--- src/fas_pkg.sv ---
`timescale 1ns / 1ps
// ----------------------------------------------------------------------------
// fas_pkg: shared constants for the fraction add/subtract/reduce block
// Result field widths, mode codes and status codes.
// ----------------------------------------------------------------------------
package fas_pkg;

	localparam int NUM_BITS = 33;
	localparam int DEN_BITS = 32;

	// Operation selector carried on the input tuser.
	localparam logic MODE_ADD = 1'b0;
	localparam logic MODE_SUB = 1'b1;

	// Status carried on the output tuser.
	localparam logic STATUS_OK       = 1'b0;
	localparam logic STATUS_ZERO_DEN = 1'b1;

endpackage

--- src/fraction_add_sub_reduce.sv ---
`timescale 1ns / 1ps
// ----------------------------------------------------------------------------
// fraction_add_sub_reduce: signed fraction add/subtract with gcd reduction
// Forms A +/- B by cross multiplication and reduces the result by the gcd.
// ----------------------------------------------------------------------------
// The input item arrives on the s_ stream: tdata holds num_a, den_a, num_b
// and den_b, and tuser selects add or subtract. The result item leaves on
// the m_ stream: tdata holds the reduced numerator and denominator, and
// tuser is the status flag (set when an input denominator is zero, in which
// case both result fields are zero). The denominator keeps its computed sign.
// One item is worked at a time and s_tready is high only while idle. The
// three products share one multiplier, a sum state forms the signed sum,
// the binary gcd runs one subtract or shift per cycle, a shift state
// rebuilds the gcd, and the shared restoring divider runs twice, once for
// the numerator and once for the denominator. A zero denominator skips the
// arithmetic and goes straight to the output state. The result sits in an
// output register, so a stalled receiver does not block the next item from
// being accepted; the block only waits when a second result is ready before
// the first is taken. Reset clears the sequencer and the output valid.
// ----------------------------------------------------------------------------
module fraction_add_sub_reduce #(
	parameter int OPERAND_WIDTH = 16
) (
	input  logic                                 clk,
	input  logic                                 arst_n,
	input  logic                                 s_tvalid,
	output logic                                 s_tready,
	// s_tdata, from bit 0: num_a, den_a, num_b, den_b, zero padding
	input  logic [((4*OPERAND_WIDTH+7)/8)*8-1:0] s_tdata,
	// s_tuser: mode (0 add, 1 subtract)
	input  logic                                 s_tuser,
	output logic                                 m_tvalid,
	input  logic                                 m_tready,
	// m_tdata, from bit 0: res_num (33), res_den (32), zero padding
	output logic [71:0]                          m_tdata,
	// m_tuser: status (0 ok, 1 zero denominator)
	output logic                                 m_tuser
);

	localparam int W  = OPERAND_WIDTH;
	localparam int MW = 2 * W;
	localparam int KW = $clog2(MW + 1);
	localparam int OW = (MW + 1 > fas_pkg::NUM_BITS) ? MW + 1 : fas_pkg::NUM_BITS;

	typedef enum logic [3:0] {
		ST_IDLE, ST_MUL, ST_SUM, ST_GCD, ST_SHIFT, ST_DIVN, ST_DIVD, ST_DONE
	} state_t;

	state_t        state_q;
	logic [1:0]    step_q;
	logic          sub_q;
	logic [W-1:0]  na_q, da_q, nb_q, db_q;
	logic          na_neg_q, da_neg_q, nb_neg_q, db_neg_q;
	logic [MW-1:0] p1_q, p2_q, den_mag_q, num_mag_q;
	logic          num_neg_q;
	logic [MW-1:0] ga_q, gb_q, g_q, qnum_q, qden_q;
	logic [KW-1:0] k_q;
	logic          err_q;
	logic          div_start_q;
	logic          m_tvalid_q;
	logic [71:0]   m_tdata_q;
	logic          m_tuser_q;

	// Input field views and magnitudes.
	logic [W-1:0] in_na, in_da, in_nb, in_db;
	assign in_na = s_tdata[W-1:0];
	assign in_da = s_tdata[2*W-1:W];
	assign in_nb = s_tdata[3*W-1:2*W];
	assign in_db = s_tdata[4*W-1:3*W];

	function automatic logic [W-1:0] mag_of(input logic [W-1:0] x);
		mag_of = x[W-1] ? (~x + 1'b1) : x;
	endfunction

	// Shared multiplier.
	logic [W-1:0]  mul_x, mul_y;
	logic [MW-1:0] mul_p;
	always_comb begin
		unique case (step_q)
			2'd0:    begin mul_x = na_q; mul_y = db_q; end
			2'd1:    begin mul_x = nb_q; mul_y = da_q; end
			default: begin mul_x = da_q; mul_y = db_q; end
		endcase
	end
	assign mul_p = MW'(mul_x) * MW'(mul_y);

	// Signed combination of the two cross products.
	logic          t1_neg, t2_neg;
	logic [MW:0]   t1, t2, sum;
	assign t1_neg = na_neg_q ^ db_neg_q;
	assign t2_neg = nb_neg_q ^ da_neg_q ^ (sub_q == fas_pkg::MODE_SUB);
	assign t1     = t1_neg ? -{1'b0, p1_q} : {1'b0, p1_q};
	assign t2     = t2_neg ? -{1'b0, p2_q} : {1'b0, p2_q};
	assign sum    = t1 + t2;

	// Divider, shared by the numerator and denominator divisions.
	logic          div_done;
	logic [MW-1:0] div_quo;
	logic [MW-1:0] div_dividend;
	assign div_dividend = (state_q == ST_DIVD) ? den_mag_q : num_mag_q;

	fas_div #(
		.WIDTH(MW)
	) u_div (
		.clk      (clk),
		.arst_n   (arst_n),
		.start    (div_start_q),
		.dividend (div_dividend),
		.divisor  (g_q),
		.done     (div_done),
		.quotient (div_quo)
	);

	// Result formatting: sign-magnitude to wrapped two's complement.
	logic [OW-1:0] num_ext, den_ext, num_out, den_out;
	assign num_ext = OW'(qnum_q);
	assign den_ext = OW'(qden_q);
	assign num_out = num_neg_q ? -num_ext : num_ext;
	assign den_out = (da_neg_q ^ db_neg_q) ? -den_ext : den_ext;

	always_ff @(posedge clk or negedge arst_n) begin
		if (!arst_n) begin
			state_q     <= ST_IDLE;
			step_q      <= '0;
			err_q       <= fas_pkg::STATUS_OK;
			div_start_q <= 1'b0;
			m_tvalid_q  <= 1'b0;
		end else begin
			div_start_q <= 1'b0;
			if (m_tvalid_q && m_tready) begin
				m_tvalid_q <= 1'b0;
			end
			unique case (state_q)
				ST_IDLE: begin
					if (s_tvalid) begin
						step_q <= '0;
						if (in_da == '0 || in_db == '0) begin
							err_q   <= fas_pkg::STATUS_ZERO_DEN;
							state_q <= ST_DONE;
						end else begin
							err_q   <= fas_pkg::STATUS_OK;
							state_q <= ST_MUL;
						end
					end
				end
				ST_MUL: begin
					step_q <= step_q + 1'b1;
					if (step_q == 2'd2) begin
						state_q <= ST_SUM;
					end
				end
				ST_SUM: begin
					state_q <= ST_GCD;
				end
				ST_GCD: begin
					if (ga_q == '0 || gb_q == '0) begin
						state_q <= ST_SHIFT;
					end
				end
				ST_SHIFT: begin
					div_start_q <= 1'b1;
					state_q     <= ST_DIVN;
				end
				ST_DIVN: begin
					if (div_done) begin
						div_start_q <= 1'b1;
						state_q     <= ST_DIVD;
					end
				end
				ST_DIVD: begin
					if (div_done) begin
						state_q <= ST_DONE;
					end
				end
				ST_DONE: begin
					if (!m_tvalid_q || m_tready) begin
						m_tvalid_q <= 1'b1;
						state_q    <= ST_IDLE;
					end
				end
				default: begin
					state_q <= ST_IDLE;
				end
			endcase
		end
	end

	// Datapath registers.
	always_ff @(posedge clk) begin
		unique case (state_q)
			ST_IDLE: begin
				sub_q    <= s_tuser;
				na_q     <= mag_of(in_na);
				da_q     <= mag_of(in_da);
				nb_q     <= mag_of(in_nb);
				db_q     <= mag_of(in_db);
				na_neg_q <= in_na[W-1];
				da_neg_q <= in_da[W-1];
				nb_neg_q <= in_nb[W-1];
				db_neg_q <= in_db[W-1];
			end
			ST_MUL: begin
				unique case (step_q)
					2'd0:    p1_q      <= mul_p;
					2'd1:    p2_q      <= mul_p;
					default: den_mag_q <= mul_p;
				endcase
			end
			ST_SUM: begin
				num_neg_q <= sum[MW];
				num_mag_q <= sum[MW] ? MW'(-sum) : sum[MW-1:0];
				ga_q      <= sum[MW] ? MW'(-sum) : sum[MW-1:0];
				gb_q      <= den_mag_q;
				k_q       <= '0;
			end
			ST_GCD: begin
				// Binary gcd: one shift or one subtract per cycle.
				priority if (ga_q == '0 || gb_q == '0) begin
				end else if (!ga_q[0] && !gb_q[0]) begin
					ga_q <= ga_q >> 1;
					gb_q <= gb_q >> 1;
					k_q  <= k_q + 1'b1;
				end else if (!ga_q[0]) begin
					ga_q <= ga_q >> 1;
				end else if (!gb_q[0]) begin
					gb_q <= gb_q >> 1;
				end else if (ga_q >= gb_q) begin
					ga_q <= ga_q - gb_q;
				end else begin
					gb_q <= gb_q - ga_q;
				end
			end
			ST_SHIFT: begin
				g_q <= (ga_q | gb_q) << k_q;
			end
			ST_DIVN: begin
				if (div_done) begin
					qnum_q <= div_quo;
				end
			end
			ST_DIVD: begin
				if (div_done) begin
					qden_q <= div_quo;
				end
			end
			ST_DONE: begin
				// The output register only changes once the previous result is taken.
				if (!m_tvalid_q || m_tready) begin
					m_tuser_q <= err_q;
					if (err_q == fas_pkg::STATUS_ZERO_DEN) begin
						m_tdata_q <= '0;
					end else begin
						m_tdata_q <= {7'd0, den_out[fas_pkg::DEN_BITS-1:0],
							num_out[fas_pkg::NUM_BITS-1:0]};
					end
				end
			end
			default: begin
			end
		endcase
	end

	assign s_tready = (state_q == ST_IDLE);
	assign m_tvalid = m_tvalid_q;
	assign m_tdata  = m_tdata_q;
	assign m_tuser  = m_tuser_q;

endmodule

--- src/fas_div.sv ---
`timescale 1ns / 1ps
// ----------------------------------------------------------------------------
// fas_div: restoring unsigned divider
// Produces one quotient bit per cycle; done pulses when the quotient is ready.
// ----------------------------------------------------------------------------
module fas_div #(
	parameter int WIDTH = 32
) (
	input  logic             clk,
	input  logic             arst_n,
	input  logic             start,
	input  logic [WIDTH-1:0] dividend,
	input  logic [WIDTH-1:0] divisor,
	output logic             done,
	output logic [WIDTH-1:0] quotient
);

	localparam int CW = $clog2(WIDTH);

	logic [WIDTH-1:0] rem_q;
	logic [WIDTH-1:0] quo_q;
	logic [WIDTH-1:0] dsr_q;
	logic [CW-1:0]    cnt_q;
	logic             busy_q;
	logic             done_q;

	logic [WIDTH:0] rem_sh;
	logic           fits;

	assign rem_sh = {rem_q, quo_q[WIDTH-1]};
	assign fits   = rem_sh >= {1'b0, dsr_q};

	always_ff @(posedge clk or negedge arst_n) begin
		if (!arst_n) begin
			busy_q <= 1'b0;
			done_q <= 1'b0;
			cnt_q  <= '0;
		end else begin
			done_q <= 1'b0;
			if (start) begin
				busy_q <= 1'b1;
				cnt_q  <= '0;
			end else if (busy_q) begin
				cnt_q <= cnt_q + 1'b1;
				if (cnt_q == CW'(WIDTH - 1)) begin
					busy_q <= 1'b0;
					done_q <= 1'b1;
				end
			end
		end
	end

	// The partial remainder stays below the divisor, so WIDTH bits hold it.
	always_ff @(posedge clk) begin
		if (start) begin
			rem_q <= '0;
			quo_q <= dividend;
			dsr_q <= divisor;
		end else if (busy_q) begin
			rem_q <= fits ? WIDTH'(rem_sh - {1'b0, dsr_q}) : rem_sh[WIDTH-1:0];
			quo_q <= {quo_q[WIDTH-2:0], fits};
		end
	end

	assign done     = done_q;
	assign quotient = quo_q;

endmodule
--- config.mk ---
export PLATFORM = sky130hd
export DESIGN_NAME = fraction_add_sub_reduce
export DESIGN_NICKNAME = d
export VERILOG_FILES = /design/src/fas_pkg.sv /design/src/fraction_add_sub_reduce.sv /design/src/fas_div.sv
export SDC_FILE = /design/constraint.sdc
export NUM_CORES = 2
export LEC_CHECK = 0
export BUFFER_PORTS_ARGS = -buffer_cell sky130_fd_sc_hd__buf_4
export CELL_PAD_IN_SITES_DETAIL_PLACEMENT = 1
export CELL_PAD_IN_SITES_GLOBAL_PLACEMENT = 1
export CORE_ASPECT_RATIO = 1.5
export CORE_UTILIZATION = 47
export CTS_BUF_LIST = sky130_fd_sc_hd__clkbuf_4 sky130_fd_sc_hd__clkbuf_8
export DETAILED_ROUTE_END_ITERATION = 6
export PLACE_DENSITY_LB_ADDON = 0.15
export SLEW_MARGIN = 25
export SYNTH_ARGS = -nofsm -noshare
export SYNTH_HDL_FRONTEND = slang
export SYNTH_SLANG_ARGS = --single-unit
export TNS_END_PERCENT = 1
--- constraint.sdc ---
create_clock -name clk -period 7.2 [get_ports clk]
set_input_delay 0.36 -clock clk [delete_from_list [all_inputs] [get_ports clk]]
set_output_delay 0.36 -clock clk [all_outputs]
set_load 0.03 [all_outputs]
==> results.rst <==
.. list-table::
   :header-rows: 1

   * - Metric
     - Value
   * - Final Instance Area
     - ~49000 µm²
   * - Initial DRC count
     - roughly 1.5k
   * - Library cell occupying the most area in the post-synthesis netlist
     - sky130_fd_sc_hd__edfxtp_1
   * - Class of the most critical setup path
     - flop to flop
   * - Per-instance average area after synthesis
     - between 9 and 10 µm²
   * - Number of max-cap violations
     - 0
   * - GRT Residual Overflow
     - 0
   * - Count of vias placed by the detailed router
     - ~34k
   * - Top cell type's share of synthesized area
     - between 30% and 40%
   * - Clock insertion delay at the later pin of the skew report
     - 0.83 ns
   * - Final period utilization
     - 102%
   * - Worst hold path class
     - input pin to async pin
   * - Cell at the slowest stage of the critical path
     - sky130_fd_sc_hd__fa_1
   * - Syn-to-layout area delta
     - 16.9%
   * - Worst setup EP type
     - flop
   * - Worst-path maximum fanout
     - 8
   * - Wire length on met1
     - between 40 and 50 mm
   * - Number of enable-type register cells in the synthesized netlist
     - 494
   * - Synthesized cell area
     - between 40000 and 50000 µm²
   * - Delay of the slowest cell on the worst path
     - between 0.5 and 0.6 ns
   * - Area of the die
     - 90300 µm²
   * - Crit path required time
     - 7.73 ns
   * - Hpwl dp
     - ~120 mm
   * - Normalized max-slew margin
     - 21.4%
   * - Dominant cells by area after synthesis
     - sky130_fd_sc_hd__edfxtp_1 (35%), sky130_fd_sc_hd__fa_1 (9.5%), sky130_fd_sc_hd__ha_1 (8.3%), sky130_fd_sc_hd__nor2_1 (4.5%), sky130_fd_sc_hd__xnor2_1 (4.4%)
   * - RSZ-0062 raised after global routing
     - yes
   * - Area inside the core boundary
     - 87900 µm²
   * - Final routed DRC violation total
     - 0
   * - DR top layer
     - met4
   * - Primary FF master, synth
     - sky130_fd_sc_hd__edfxtp_1
   * - Aggregate routed wire length
     - about 150 mm
   * - Slew Limit Fails
     - 0
   * - Wire length of the first global-routing pass
     - 223 mm
   * - Fraction of final layout cells with drive strength greater than 1
     - 15.2%
   * - Final setup violation count
     - 9
   * - Number of detailed-route iterations in the first pass
     - 5
   * - Category of the worst setup path launch point
     - flop
   * - Amount of wire on met3 after detailed routing
     - approximately 5 mm
   * - Total negative slack
     - -0.635 ns
   * - Yosys warning count
     - 0
   * - Number of buffers inserted by port buffering
     - 136
   * - Max Clk Rate
     - 137 MHz
   * - Average wire length per cell after detail routing
     - 25.7 µm
   * - Non-filler instance count after layout
     - 5860
   * - Most common library cell in the layout ignoring fill and taps
     - sky130_fd_sc_hd__edfxtp_1
   * - Number of library cell types mapped by synthesis
     - 102
   * - Initial core utilization
     - 47.6%
   * - Register bit total from synthesis
     - ~540
   * - TritonCTS clock tree
     - built
   * - Number of standard cells after synthesis
     - 4245
   * - Vias in the first global route
     - approximately 38k
   * - Violated checks
     - setup timing
   * - Worst clock skew on the final layout
     - approximately 0.052 ns
   * - Cell repeated most along the worst path
     - sky130_fd_sc_hd__fa_1
   * - Root buffer cell
     - sky130_fd_sc_hd__clkbuf_8
   * - H-tree levels
     - 3
   * - Placement row count
     - 133
   * - Top-level I/O count
     - around 140
   * - Pin count of the biggest net entering global routing
     - 82
   * - Arrival time reported for the critical path endpoint
     - 7.84 ns
   * - Number of vias per cell after detailed routing
     - 5.82
   * - Fill cells
     - 9794
   * - Chip Height
     - 367 µm
   * - DP Cell Count
     - between 5k and 6k
   * - Final net count
     - 5184
   * - Status
     - finished, violations left
   * - Count of buffer and inverter cells on the critical path
     - 10
   * - Placed inst area
     - 45500 µm²
   * - Chip width
     - ~250 µm
   * - Final-report hold violation count
     - 0
   * - Share of flip-flops with an asynchronous set or reset after synthesis
     - 2.77%
   * - Family of cells with the greatest summed delay on the critical path
     - adder cells
   * - Worst-Margin Slew
     - around 1.1 ns
   * - Global Route Usage Sum
     - 33.2%
   * - Clock input transition at the sequential cells of the worst setup and hold paths
     - 0.07 ns
   * - Min setup slack post-route
     - -0.110 ns
   * - RePlAce Congestion
     - 1.00
   * - Maximum number of buffers from clock root to sink
     - 3
   * - Most frequent cells in the layout
     - sky130_fd_sc_hd__edfxtp_1 (494), sky130_fd_sc_hd__nor2_1 (483), sky130_fd_sc_hd__inv_1 (433)
   * - Sinks on the clock net
     - 541
   * - Minimum clock period after layout
     - 7.31 ns
   * - Number of antenna violations at the first check in global routing
     - 4
   * - Number of nets with antenna violations after routing
     - 0
   * - Register area share after synthesis
     - ~38%
   * - Met2 wire length
     - 81.7 mm
   * - Cts bufs inserted
     - 87
## worst paths after layout
check                           from             end  slack, ns  cells after the start
setup / recovery           step_q[1]   den_mag_q[30]      -0.11                     30
hold / removal                arst_n    u_div.busy_q       0.16                      3
setup reg to reg           step_q[1]   den_mag_q[30]      -0.11                     30
hold reg to reg               g_q[6]  u_div.dsr_q[6]       0.39                      0
max in group asynchronous     arst_n     div_start_q       6.60                      3
min in group clk             s_tuser           sub_q       0.30                      2
## routing by layer
metal	GRT usage, %	vias to the layer above
li1	-	15600
met1	29.4	17000
met2	62.9	881
met3	4.49	530
met4	31.1	0
met5	0	-
## metrics by stage
stage | setup WS (ns) | hold slack [ns] | util, %
2_1_floorplan | 0.0140 | 0.0644 | -
3_3_place_gp | -0.514 | 0.261 | 51.8
3_5_place_dp | -0.662 | 0.264 | 51.8
4_1_cts | -0.138 | 0.235 | 55.2
5_1_grt | -0.301 | 0.148 | 55.6
6_report | -0.110 | 0.163 | 55.7
## registers in the layout (all words and copies together) (netlist names), 5 cells and up
| signal | count |
|---|---|
| m_tdata | 65 |
| den_mag_q | 32 |
| g_q | 32 |
| ga_q | 32 |
| gb_q | 32 |
| num_mag_q | 32 |
| p1_q | 32 |
| p2_q | 32 |
| qden_q | 32 |
| qnum_q | 32 |
| u_div.dsr_q | 32 |
| u_div.quotient | 32 |
| u_div.rem_q | 32 |
| da_q | 16 |
| db_q | 16 |
| na_q | 16 |
| nb_q | 16 |
| k_q | 6 |
| u_div.cnt_q | 5 |
## worst min-delay path, stage by stage
cell,delay [ns]
sky130_fd_sc_hd__dlygate4sd3_1,0.53
sky130_fd_sc_hd__buf_4,0.11
sky130_fd_sc_hd__buf_2,0.43
## final cells by class
type                    instances  area (µm²)  area share (%)
diodes                          9        22.5          0.0461
clock buffers                 120        1480            3.02
clock inverters                35         303           0.619
inverters                     439        1650            3.37
multi-input cells            3095       24200            49.5
flip-flops and latches        541       15900            32.4
well taps                    1147        1440            2.93
repair buffers                474        3970            8.11
## logic make-up (layout without fill, tap and decap cells)
group                      Yosys count  in the layout  share of synthesized area (%)
DFF                                541            541                           37.9
muxes                              124            124                           3.38
buffers and inverters              615           1068                           5.70
adders and majority gates          477            477                           17.8
and+or+nand+nor                   1232           1232                           13.6
other                                1             16                        0.00896
AOI/OAI and AO/OA                  911            911                           14.4
xor gates and xnor gates           344            344                           7.20
## what timing repair did
action / 4_1_cts / 5_1_grt
hold endpoints to repair: 88 / 0
hold buffers: 91 / 0
setup buffers: 8 / 12
resized for setup: 48 / 59
gates cloned: 0 / 1
pin swaps: 7 / 33
endpoints found under the setup margin: 39 / 39
## cells in the mapped netlist, types with 11 or more instances
cell,n
sky130_fd_sc_hd__nand2_1,326
sky130_fd_sc_hd__mux2_2,29
sky130_fd_sc_hd__xor2_1,136
sky130_fd_sc_hd__a311oi_1,21
sky130_fd_sc_hd__or3_1,49
sky130_fd_sc_hd__o21bai_1,30
sky130_fd_sc_hd__nor2_1,499
sky130_fd_sc_hd__edfxtp_1,494
sky130_fd_sc_hd__ha_1,279
sky130_fd_sc_hd__or4_1,17
sky130_fd_sc_hd__dfxtp_1,32
sky130_fd_sc_hd__nor4_1,40
sky130_fd_sc_hd__o31ai_1,49
sky130_fd_sc_hd__mux4_2,11
sky130_fd_sc_hd__a211oi_1,32
sky130_fd_sc_hd__nand3_1,31
sky130_fd_sc_hd__o21ai_0,169
sky130_fd_sc_hd__a21o_1,67
sky130_fd_sc_hd__a22o_1,16
sky130_fd_sc_hd__mux2i_1,84
sky130_fd_sc_hd__xnor2_1,208
sky130_fd_sc_hd__o41ai_1,16
sky130_fd_sc_hd__nand4_1,19
sky130_fd_sc_hd__nor2b_1,34
sky130_fd_sc_hd__a221oi_1,15
sky130_fd_sc_hd__a21oi_1,270
sky130_fd_sc_hd__a221o_1,23
sky130_fd_sc_hd__or2_2,15
sky130_fd_sc_hd__o22ai_1,11
sky130_fd_sc_hd__fa_1,198
sky130_fd_sc_hd__inv_1,436
sky130_fd_sc_hd__o21a_1,48
sky130_fd_sc_hd__nand2b_1,36
sky130_fd_sc_hd__nor3b_1,12
sky130_fd_sc_hd__clkbuf_1,149
sky130_fd_sc_hd__buf_4,12
sky130_fd_sc_hd__dfrtp_1,15
sky130_fd_sc_hd__a31oi_1,25
sky130_fd_sc_hd__and2_1,21
sky130_fd_sc_hd__nor3_1,75
sky130_fd_sc_hd__and3_1,19
Power is left out: the tool's default activity adds up to more than one toggle a clock period on the data nets, which glitch-free logic cannot reach.
